==> config.mk <==
export PLATFORM = sky130hd
export DESIGN_NAME = length_framed_serial_deframer_top
export DESIGN_NICKNAME = d
export VERILOG_FILES = /design/src/rtl/lfsd_pkg.sv /design/src/rtl/lfsd_parser.sv /design/src/rtl/length_framed_serial_deframer_top.sv
export SDC_FILE = /design/constraint.sdc
export NUM_CORES = 1
export LEC_CHECK = 0
export ABC_AREA = 1
export BUFFER_PORTS_ARGS = -buffer_cell sky130_fd_sc_hd__buf_2
export CAP_MARGIN = 20
export CORE_MARGIN = 4
export CORE_UTILIZATION = 53
export CTS_BUF_LIST = sky130_fd_sc_hd__clkbuf_8 sky130_fd_sc_hd__clkbuf_16
export CTS_CLUSTER_DIAMETER = 120
export DETAILED_ROUTE_END_ITERATION = 12
export PLACE_DENSITY = 0.8
export SLEW_MARGIN = 20
export SYNTH_ARGS = -nofsm -noshare
export SYNTH_HDL_FRONTEND = slang
export SYNTH_SLANG_ARGS = --single-unit
export TNS_END_PERCENT = 5
==> constraint.sdc <==
create_clock -name clk_i -period 3.75 [get_ports clk_i]
set_clock_uncertainty 0.05 [all_clocks]
set_input_delay 0.375 -clock clk_i [delete_from_list [all_inputs] [get_ports clk_i]]
set_output_delay 0.375 -clock clk_i [all_outputs]
set_load 0.1 [all_outputs]
==> src/rtl/lfsd_pkg.sv <==
package lfsd_pkg;

  localparam int unsigned ByteW    = 8;
  localparam int unsigned KindW    = 2;
  localparam int unsigned PaddrW   = 4;
  localparam int unsigned PdataW   = 32;
  localparam int unsigned LenMin   = 4;

  localparam logic [ByteW-1:0] NoiseByte      = 8'hFF;
  localparam logic [ByteW-1:0] StartMarkerRst = 8'hBB;
  localparam logic [ByteW-1:0] EndMarkerRst   = 8'h7E;

  // Register indexes on the configuration port (byte address = 4 * index).
  typedef enum logic [1:0] {
    REG_START_MARKER = 2'd0,
    REG_END_MARKER   = 2'd1,
    REG_RX_ENABLE    = 2'd2,
    REG_NONE         = 2'd3
  } lfsd_reg_e;

  typedef enum logic [2:0] {
    PH_WAIT  = 3'd0,
    PH_LEN   = 3'd1,
    PH_CMD   = 3'd2,
    PH_STAT  = 3'd3,
    PH_PAY   = 3'd4,
    PH_TRAIL = 3'd5,
    PH_END   = 3'd6
  } lfsd_phase_e;

  typedef enum logic [KindW-1:0] {
    KIND_PAYLOAD = 2'd0,
    KIND_ACCEPT  = 2'd1,
    KIND_DROP    = 2'd2
  } lfsd_kind_e;

  typedef struct packed {
    logic [ByteW-1:0] start_marker;
    logic [ByteW-1:0] end_marker;
    logic             rx_enable;
  } lfsd_cfg_t;

  typedef struct packed {
    logic             vld;
    lfsd_kind_e       kind;
    logic [ByteW-1:0] payload_byte;
    logic [ByteW-1:0] command_code;
    logic [ByteW-1:0] status_code;
    logic [ByteW-1:0] payload_count;
  } lfsd_res_t;

endpackage

==> src/rtl/lfsd_parser.sv <==
module lfsd_parser (
  input  logic                       clk_i,
  input  logic                       rst_ni,
  input  lfsd_pkg::lfsd_cfg_t        cfg_i,
  input  logic                       byte_vld_i,
  input  logic                       step_i,
  input  logic [lfsd_pkg::ByteW-1:0] byte_i,
  output lfsd_pkg::lfsd_res_t        res_o
);
  import lfsd_pkg::*;

  lfsd_phase_e      phase_q, phase_d;
  logic [ByteW-1:0] left_q, left_d;
  logic [ByteW-1:0] cmd_q, cmd_d;
  logic [ByteW-1:0] stat_q, stat_d;
  logic [ByteW-1:0] cnt_q, cnt_d;
  logic [ByteW-1:0] left_dec;
  logic             live;

  // Only enabled, non-noise beats move the parser.
  assign live     = byte_vld_i && cfg_i.rx_enable && (byte_i != NoiseByte);
  assign left_dec = left_q - ByteW'(1);

  always_comb begin
    phase_d = phase_q;
    left_d  = left_q;
    cmd_d   = cmd_q;
    stat_d  = stat_q;
    cnt_d   = cnt_q;
    res_o   = '{vld: 1'b0, kind: KIND_PAYLOAD, default: '0};
    if (live) begin
      unique case (phase_q)
        PH_LEN: begin
          if (byte_i < ByteW'(LenMin)) begin
            phase_d   = PH_WAIT;
            res_o.vld  = 1'b1;
            res_o.kind = KIND_DROP;
          end else begin
            cnt_d   = byte_i - ByteW'(LenMin);
            left_d  = byte_i - ByteW'(LenMin);
            phase_d = PH_CMD;
          end
        end
        PH_CMD: begin
          cmd_d   = byte_i;
          phase_d = PH_STAT;
        end
        PH_STAT: begin
          stat_d  = byte_i;
          phase_d = (left_q == '0) ? PH_TRAIL : PH_PAY;
        end
        PH_PAY: begin
          left_d = left_dec;
          if (left_dec == '0) begin
            phase_d = PH_TRAIL;
          end
          res_o.vld          = 1'b1;
          res_o.kind         = KIND_PAYLOAD;
          res_o.payload_byte = byte_i;
        end
        PH_TRAIL: begin
          phase_d = PH_END;
        end
        PH_END: begin
          phase_d   = PH_WAIT;
          res_o.vld = 1'b1;
          if (byte_i == cfg_i.end_marker) begin
            res_o.kind          = KIND_ACCEPT;
            res_o.command_code  = cmd_q;
            res_o.status_code   = stat_q;
            res_o.payload_count = cnt_q;
          end else begin
            res_o.kind = KIND_DROP;
          end
        end
        default: begin
          // Wait for start marker; unused codes fall back here.
          left_d  = '0;
          phase_d = (byte_i == cfg_i.start_marker) ? PH_LEN : PH_WAIT;
        end
      endcase
    end
  end

  // Commit the update only when the held beat is consumed.
  always_ff @(posedge clk_i or negedge rst_ni) begin
    if (!rst_ni) begin
      phase_q <= PH_WAIT;
      left_q  <= '0;
      cmd_q   <= '0;
      stat_q  <= '0;
      cnt_q   <= '0;
    end else if (step_i) begin
      phase_q <= phase_d;
      left_q  <= left_d;
      cmd_q   <= cmd_d;
      stat_q  <= stat_d;
      cnt_q   <= cnt_d;
    end
  end

endmodule

==> src/rtl/length_framed_serial_deframer_top.sv <==
// Length-framed serial deframer. Received bytes enter on the input channel
// one beat at a time; 0xFF bytes are discarded and, with rx_enable clear,
// every byte is ignored. Frames are: start marker, length L, command,
// status, L-4 payload bytes, one trailer byte, end marker. Each payload byte
// leaves as its own result beat (kind 0) as soon as it arrives; at the end
// marker position a beat of kind 1 (accepted, with command, status and
// payload count) or kind 2 (dropped) closes the frame. A length below 4
// gives a dropped beat at the length byte itself. Downstream must discard
// payload beats of a frame that ends dropped. Each input beat passes the
// input register, then the result register; the block takes one beat per
// cycle unless the output stalls with a result waiting; the per-byte
// parser update is the only logic between those two registers. Registers sit
// on the APB port at byte addresses 0x0 (start marker), 0x4 (end marker) and
// 0x8 (rx_enable); write them only while the block is idle.
module length_framed_serial_deframer_top (
  input  logic                         clk_i,
  input  logic                         rst_ni,
  // input channel
  input  logic                         in_valid_i,
  output logic                         in_stall_o,
  input  logic [lfsd_pkg::ByteW-1:0]   rx_byte_i,
  // output channel
  output logic                         out_valid_o,
  input  logic                         out_stall_i,
  output logic [lfsd_pkg::KindW-1:0]   out_kind_o,
  output logic [lfsd_pkg::ByteW-1:0]   payload_byte_o,
  output logic [lfsd_pkg::ByteW-1:0]   command_code_o,
  output logic [lfsd_pkg::ByteW-1:0]   status_code_o,
  output logic [lfsd_pkg::ByteW-1:0]   payload_count_o,
  // configuration port
  input  logic                         psel,
  input  logic                         penable,
  input  logic                         pwrite,
  input  logic [lfsd_pkg::PaddrW-1:0]  paddr,
  input  logic [lfsd_pkg::PdataW-1:0]  pwdata,
  output logic [lfsd_pkg::PdataW-1:0]  prdata,
  output logic                         pready
);
  import lfsd_pkg::*;

  lfsd_cfg_t        cfg_q;
  lfsd_reg_e        reg_sel;
  logic             cfg_wr;

  logic             in_vld_q;
  logic [ByteW-1:0] in_byte_q;
  logic             proc;
  logic             advance;
  lfsd_res_t        res;

  logic             out_vld_q;
  lfsd_kind_e       out_kind_q;
  logic [ByteW-1:0] out_pay_q;
  logic [ByteW-1:0] out_cmd_q;
  logic [ByteW-1:0] out_stat_q;
  logic [ByteW-1:0] out_cnt_q;

  // ---------------------------------------------------------------------
  // Configuration registers: zero wait states, word-addressed.
  // ---------------------------------------------------------------------
  assign pready  = 1'b1;
  assign reg_sel = lfsd_reg_e'(paddr[PaddrW-1:2]);
  assign cfg_wr  = psel && penable && pwrite && pready;

  always_ff @(posedge clk_i or negedge rst_ni) begin
    if (!rst_ni) begin
      cfg_q.start_marker <= StartMarkerRst;
      cfg_q.end_marker   <= EndMarkerRst;
      cfg_q.rx_enable    <= 1'b0;
    end else if (cfg_wr) begin
      unique case (reg_sel)
        REG_START_MARKER: cfg_q.start_marker <= pwdata[ByteW-1:0];
        REG_END_MARKER:   cfg_q.end_marker   <= pwdata[ByteW-1:0];
        REG_RX_ENABLE:    cfg_q.rx_enable    <= pwdata[0];
        default: ;
      endcase
    end
  end

  always_comb begin
    prdata = '0;
    unique case (reg_sel)
      REG_START_MARKER: prdata = PdataW'(cfg_q.start_marker);
      REG_END_MARKER:   prdata = PdataW'(cfg_q.end_marker);
      REG_RX_ENABLE:    prdata = PdataW'(cfg_q.rx_enable);
      default:          prdata = '0;
    endcase
  end

  // ---------------------------------------------------------------------
  // Input register. The held beat is consumed when it yields no result or
  // the result register is free or being drained this cycle. The parser
  // always evaluates the held beat and commits its state only on proc.
  // ---------------------------------------------------------------------
  assign advance    = !in_vld_q || !res.vld || !out_vld_q || !out_stall_i;
  assign proc       = in_vld_q && advance;
  assign in_stall_o = !advance;

  always_ff @(posedge clk_i or negedge rst_ni) begin
    if (!rst_ni) begin
      in_vld_q <= 1'b0;
    end else if (advance) begin
      in_vld_q <= in_valid_i;
    end
  end

  always_ff @(posedge clk_i) begin
    if (advance && in_valid_i) begin
      in_byte_q <= rx_byte_i;
    end
  end

  lfsd_parser u_parser (
    .clk_i     (clk_i),
    .rst_ni    (rst_ni),
    .cfg_i     (cfg_q),
    .byte_vld_i(in_vld_q),
    .step_i    (proc),
    .byte_i    (in_byte_q),
    .res_o     (res)
  );

  // ---------------------------------------------------------------------
  // Result register: load a new beat, drop a delivered one, hold on stall.
  // ---------------------------------------------------------------------
  always_ff @(posedge clk_i or negedge rst_ni) begin
    if (!rst_ni) begin
      out_vld_q <= 1'b0;
    end else if (proc && res.vld) begin
      out_vld_q <= 1'b1;
    end else if (!out_stall_i) begin
      out_vld_q <= 1'b0;
    end
  end

  always_ff @(posedge clk_i) begin
    if (proc && res.vld) begin
      out_kind_q <= res.kind;
      out_pay_q  <= res.payload_byte;
      out_cmd_q  <= res.command_code;
      out_stat_q <= res.status_code;
      out_cnt_q  <= res.payload_count;
    end
  end

  assign out_valid_o     = out_vld_q;
  assign out_kind_o      = out_kind_q;
  assign payload_byte_o  = out_pay_q;
  assign command_code_o  = out_cmd_q;
  assign status_code_o   = out_stat_q;
  assign payload_count_o = out_cnt_q;

endmodule
# After elaboration in Yosys (flattened, before gate mapping)
# Index checks and enable logic that the tools add are counted.
# Widths: inputs -> output; s select.
# classes
n_shift	0
order_cmp	1
div	0
mux	17
n_mul	0
n_eq_ne	14
n_reduce_logical	29
bitwise_logic	2
add_sub_neg	2
# ops
operator	n
$mux 24	2
$pmux 8 s3	2
$mux 35	1
$pmux 3 s6	1
$eq 8x8->1	2
$logic_not 8->1	2
$mux 8	2
$reduce_and 3->1	4
$eq 3x3->1 const B	3
$pmux 3 s3	1
$lt 8x3->1 const B	1
$ne 8x8->1 const B	1
$reduce_and 2->1	4
$reduce_and 4->1	2
$sub 8x1->8 const B	1
$sub 8x3->8 const B	1
$logic_and 1x1->1	7
$eq 3x2->1 const B	2
$mux 3	2
$logic_not 1->1	5
$mux 1	4
$mux 2	2
$ne 2x1->1 const B	2
$reduce_or 4->1	1
other kinds (7)	10
# totals
regBits	96
latch_bits	0
mem_count	0
ramBits	0
mem_bits_ro	0

# Longest topological paths before layout
# depth
depth_word	11
mapped_depth	11
depth_no_buf	11

# Cells and area by module
# A second synthesis with hierarchy kept.
# unflattened
cells_unflattened	517
hier_area_um2	4894.7
# modules_own_cells
mod	cells_per_inst	n_inst	area_each_um2
lfsd_parser	327	1	2473.6
length_framed_serial_deframer_top	190	1	2421.1

# Worst setup path before layout
# Ideal clock, no wire load.
# synth_timing
path_type	in2out
start	input port paddr[2] (netlist bit)
end	output port prdata[1] (netlist bit)
required_time_ns	3.325
cell_stages	3
path_slack_ns	0.443
arrival_ns	2.882
path_cell_list	nor2_1 -> inv_1 -> o21ai_0
# synth_between
elab_chain_len	2
elab_cells_between_ends	4
cone_classes	eq/ne: 2; mux: 1; reduce/logical: 1
# synth_rtl
element	line_no	text
start: declaration	length_framed_serial_deframer_top.sv:34	input logic [lfsd_pkg::PaddrW-1:0] paddr,
$eq 2x2->1 (tied with other cells)	length_framed_serial_deframer_top.sv:82	unique case (reg_sel)
$pmux 8 s3 (*)	length_framed_serial_deframer_top.sv:82	
end: declaration	length_framed_serial_deframer_top.sv:36	output logic [lfsd_pkg::PdataW-1:0] prdata,
# Mark *: on every way between the ends. The rest lies on a longest branch, timed or not.

# Final worst setup path
# layout_timing
start	register in_byte_q[2]
end	output port in_stall_o
# layout_between
elab_chain_len	9
elab_cells_between_ends	11
cone_classes	order compare: 1; eq/ne: 1; mux: 3; reduce/logical: 6
# layout_rtl
element	line_no	text
start: declaration	length_framed_serial_deframer_top.sv:46	logic [ByteW-1:0] in_byte_q;
start signal: assignment	length_framed_serial_deframer_top.sv:109	in_byte_q <= rx_byte_i;
$lt 8x3->1	lfsd_parser.sv:34	if (byte_i < ByteW'(LenMin)) begin
$mux 3	lfsd_parser.sv:34	
$pmux 3 s3	lfsd_parser.sv:32	unique case (phase_q)
$mux 35 (*)	lfsd_parser.sv:31	if (live) begin
$logic_not 1->1 (*)	length_framed_serial_deframer_top.sv:95	assign advance = !in_vld_q || !res.vld || !out_vld_q || !out_stall_i;
$logic_or 1x1->1 (*) (3 in a row)	length_framed_serial_deframer_top.sv:95	
$logic_not 1->1 (*)	length_framed_serial_deframer_top.sv:97	assign in_stall_o = !advance;
end: declaration	length_framed_serial_deframer_top.sv:20	output logic in_stall_o,
# Marked as above.

==> impl_metrics.toml <==
[logic_synthesis]
seq_area_frac_synth_pct = 55.6
postSynthCellCount = 503
synth.ff_latch_count = 96
synth.distinct_cells = 39
syn_area_um2 = 4730
syn_area_per_cell_um2 = 9.40
yosys_warnings = 0
async_flop_share_pct = 56.3
ys.flop_type = "edfxtp_1"
synth-edff-count = 42

[sta]
worst_pin_slew_ns = 0.917
setup_violations = 0
max_freq_mhz = 344
relSlewSlack_pct = 38.7
finalCriticalPeriod_ns = 2.91
hold_viol_final = 0
maxSlewViolCount = 0
finalSetupTns_ns = 0
rsz0062_at_grt = "no"
fin_crit_sh_pct = 77.5

[cts]
clkTransAtPathRegs_ns = 0.10
htree_num_levels = 3
clockBufferDepth = 2
cts_hold_repair.buffers = 0
post_cts_buffers = 0
clock_sinks = 96
clock_latency_ns = 0.36
post_cts_resized = 0
cts_tree = "done"
clockRootBuffer = "clkbuf_8"
cts-buffers-inserted = 9

[layout]
nFillCells = 689
finalNetCount = 626
drive_gt1_share_pct = 22.1
fin_area_um2 = 5250
fin_util_pct = 60.2
diodes = 0
stdcell_count = 683
area_growth_pct = 11.0

[drt]
num_vias = 3420
totalWireLength_mm = 9.37
route.met3.wl_um = 671
ant_nets = 0
drt-pass1-iter-count = 5
drt-met1-wl_mm = 4.01
post_drt_via_cell_ratio = 5.01
top_layer_used = "met4"
drtIter0Drc = 297
met2WireLength_mm = 4.44
drc = 0
wl_per_cell_um = 13.7

[placed_design]
dpl_cell_area_um2 = 5020
placed_cells = 667
gp_congestion = 0.881
io_buffers = 68
dpl.hpwl_mm = 6.77

[global_routing]
antenna_found_initial = 0
grt_pass1_vias = 3205
grt_use_total_pct = 18.9
grt_overflow_total = 0
grt_pass1_wl_mm = 15.3
grt_start_max_net_pins = 36

[die]
die_height_um = 102
initial_core_util_pct = 54.2
coreArea_um2 = 8720
num_rows = 34
die_area_um2 = 10500
pin_count = 120
die_w_um = 102

[power]
leakage_uw = 0.00236
power-per-cell-area_nw_per_um2 = 530
total_power_uw = 2780
vdd_ir_drop_max_mv = 0.309

[hold_path]
hp-class = "input pin to asynchronous set/reset pin"

[job]
maxCapViolCount = 0

[worst_setup_path]
crit_path_end_kind = "output pin"
worstPathMaxFanout = 7
cp_cell_sequence = "inv_1 -> ha_1 -> nand4_2 -> nor2_1 -> inv_1 -> a21oi_1 -> nand2_1 -> inv_1 -> buf_2"
cp_data_required_time_ns = 3.32
worstSetupPathType = "flop to output pin"
max_stage_delay_ns = 0.52
cp.arrival_ns = 2.48
cpMaxStageDelayCell = "edfxtp_1"
crit_top_cell = "inv_1"
cpLargestDelayFamily = "buffers and inverters"
startpoint_type = "flop"
crit_buf_inv = 4

[run_status]
status = "finished clean"
-- registers in the layout, summed over array words and instances (netlist names) --
name	count
u_parser.cnt_q	8
cfg_q	17
status_code_o	8
u_parser.cmd_q	8
out_valid_o	1
payload_count_o	8
in_vld_q	1
u_parser.left_q	8
payload_byte_o	8
command_code_o	8
out_kind_o	2
u_parser.phase_q	3
u_parser.stat_q	8
in_byte_q	8
-- cell type report --
type,count,area (um2),area share [%]
clock inverter,6,90.1,1.72
clock buffer,10,138,2.62
multi-input combinational,318,1620,30.9
sequential,96,2630,50.0
timing repair buffer,70,355,6.77
inverter,75,284,5.41
tap,108,135,2.57
-- power by group --
part	switching [uW]	internal (uW)	leakage (uW)
Sequential	104	1220	0.00101
Combinational	500	189	0.00124
Clock	367	396	0.000113
-- synth_stat cells (6+ instances only) --
master,instances,share of area (%)
a22o_1,6,1.1
buf_4,25,4.0
dfrtp_1,42,22
dfstp_2,12,6.7
edfxtp_1,42,27
inv_1,67,5.3
inv_2,6,0.48
nand2_1,106,8.4
nand3_1,19,2.0
nor2_1,51,4.0
o21ai_0,23,2.4
o21ai_1,25,2.6
o21ai_2,7,1.3
xnor2_1,8,1.5
xor2_1,11,2.0
-- through the flow --
stage               hold slack [ns]  worst slack (ns)
finish                       0.0274             0.843
global route                 0.0756             0.623
CTS                          0.0417             0.812
detailed placement            0.424              1.22
global placement              0.417              1.25
floorplan                    0.0294             0.443
-- layout by cell type, fill, tap and decap left out, types with 2 or more instances in the layout --
master and instances:
inv_1 67, bufinv_16 2, a21oi_1 3, buf_4 2
nor2_2 2, nand2_4 5, nor4_1 2, dfstp_2 12
nand2_1 106, o22ai_1 3, buf_2 68, xnor2_1 8
a22o_1 6, xor2_1 11, o21ai_1 25, dfrtp_1 42
nand2_2 4, nand4_1 5, clkbuf_8 10, edfxtp_1 42
o21ai_0 23, ha_1 5, o21ai_2 7, nor2_1 50
conb_1 25, nand3_1 19, inv_2 6
-- cell families after synthesis --
| family | share of synthesized area, % |
|---|---|
| AOI/OAI and AO/OA | 9.26 |
| xor gates and xnor gates | 3.52 |
| adders and majority gates | 1.32 |
| buffers and inverters | 12.1 |
| DFF | 55.6 |
| other | 0.159 |
| and+or+nand+nor | 18.1 |
-- final timing paths --
check | cells past startpoint | end | slack (ns) | startpoint
worst max-delay path | 9 | in_stall_o | 0.84 | in_byte_q[2]
worst min-delay path | 1 | u_parser.cnt_q[4] | 0.03 | rst_ni
worst max register to register | 8 | payload_count_o[2] | 1.23 | in_byte_q[2]
worst min register to register | 2 | u_parser.cmd_q[7] | 0.45 | u_parser.cmd_q[7]
max in group asynchronous | 2 | cfg_q[5] | 2.80 | rst_ni
min in group clk_i | 1 | in_byte_q[1] | 0.13 | rx_byte_i[1]
-- worst reg2reg max path, cell delays in order, from the launching register on --
cell and delay [ns]:
edfxtp_1 0.52, ha_1 0.25, nand2_1 0.06, nor2_1 0.04
nand2_1 0.08, nand3_2 0.14, nor4_2 0.20, nand3_1 0.67
nor2_1 0.33
-- layer usage --
layer  global-route usage [%]  vias up
li1                         -     1692
met4                     9.08        0
met5                        0        -
met1                     24.7     1567
met2                     30.4      141
met3                     3.41       20
Power figures use the tool's default switching activity.
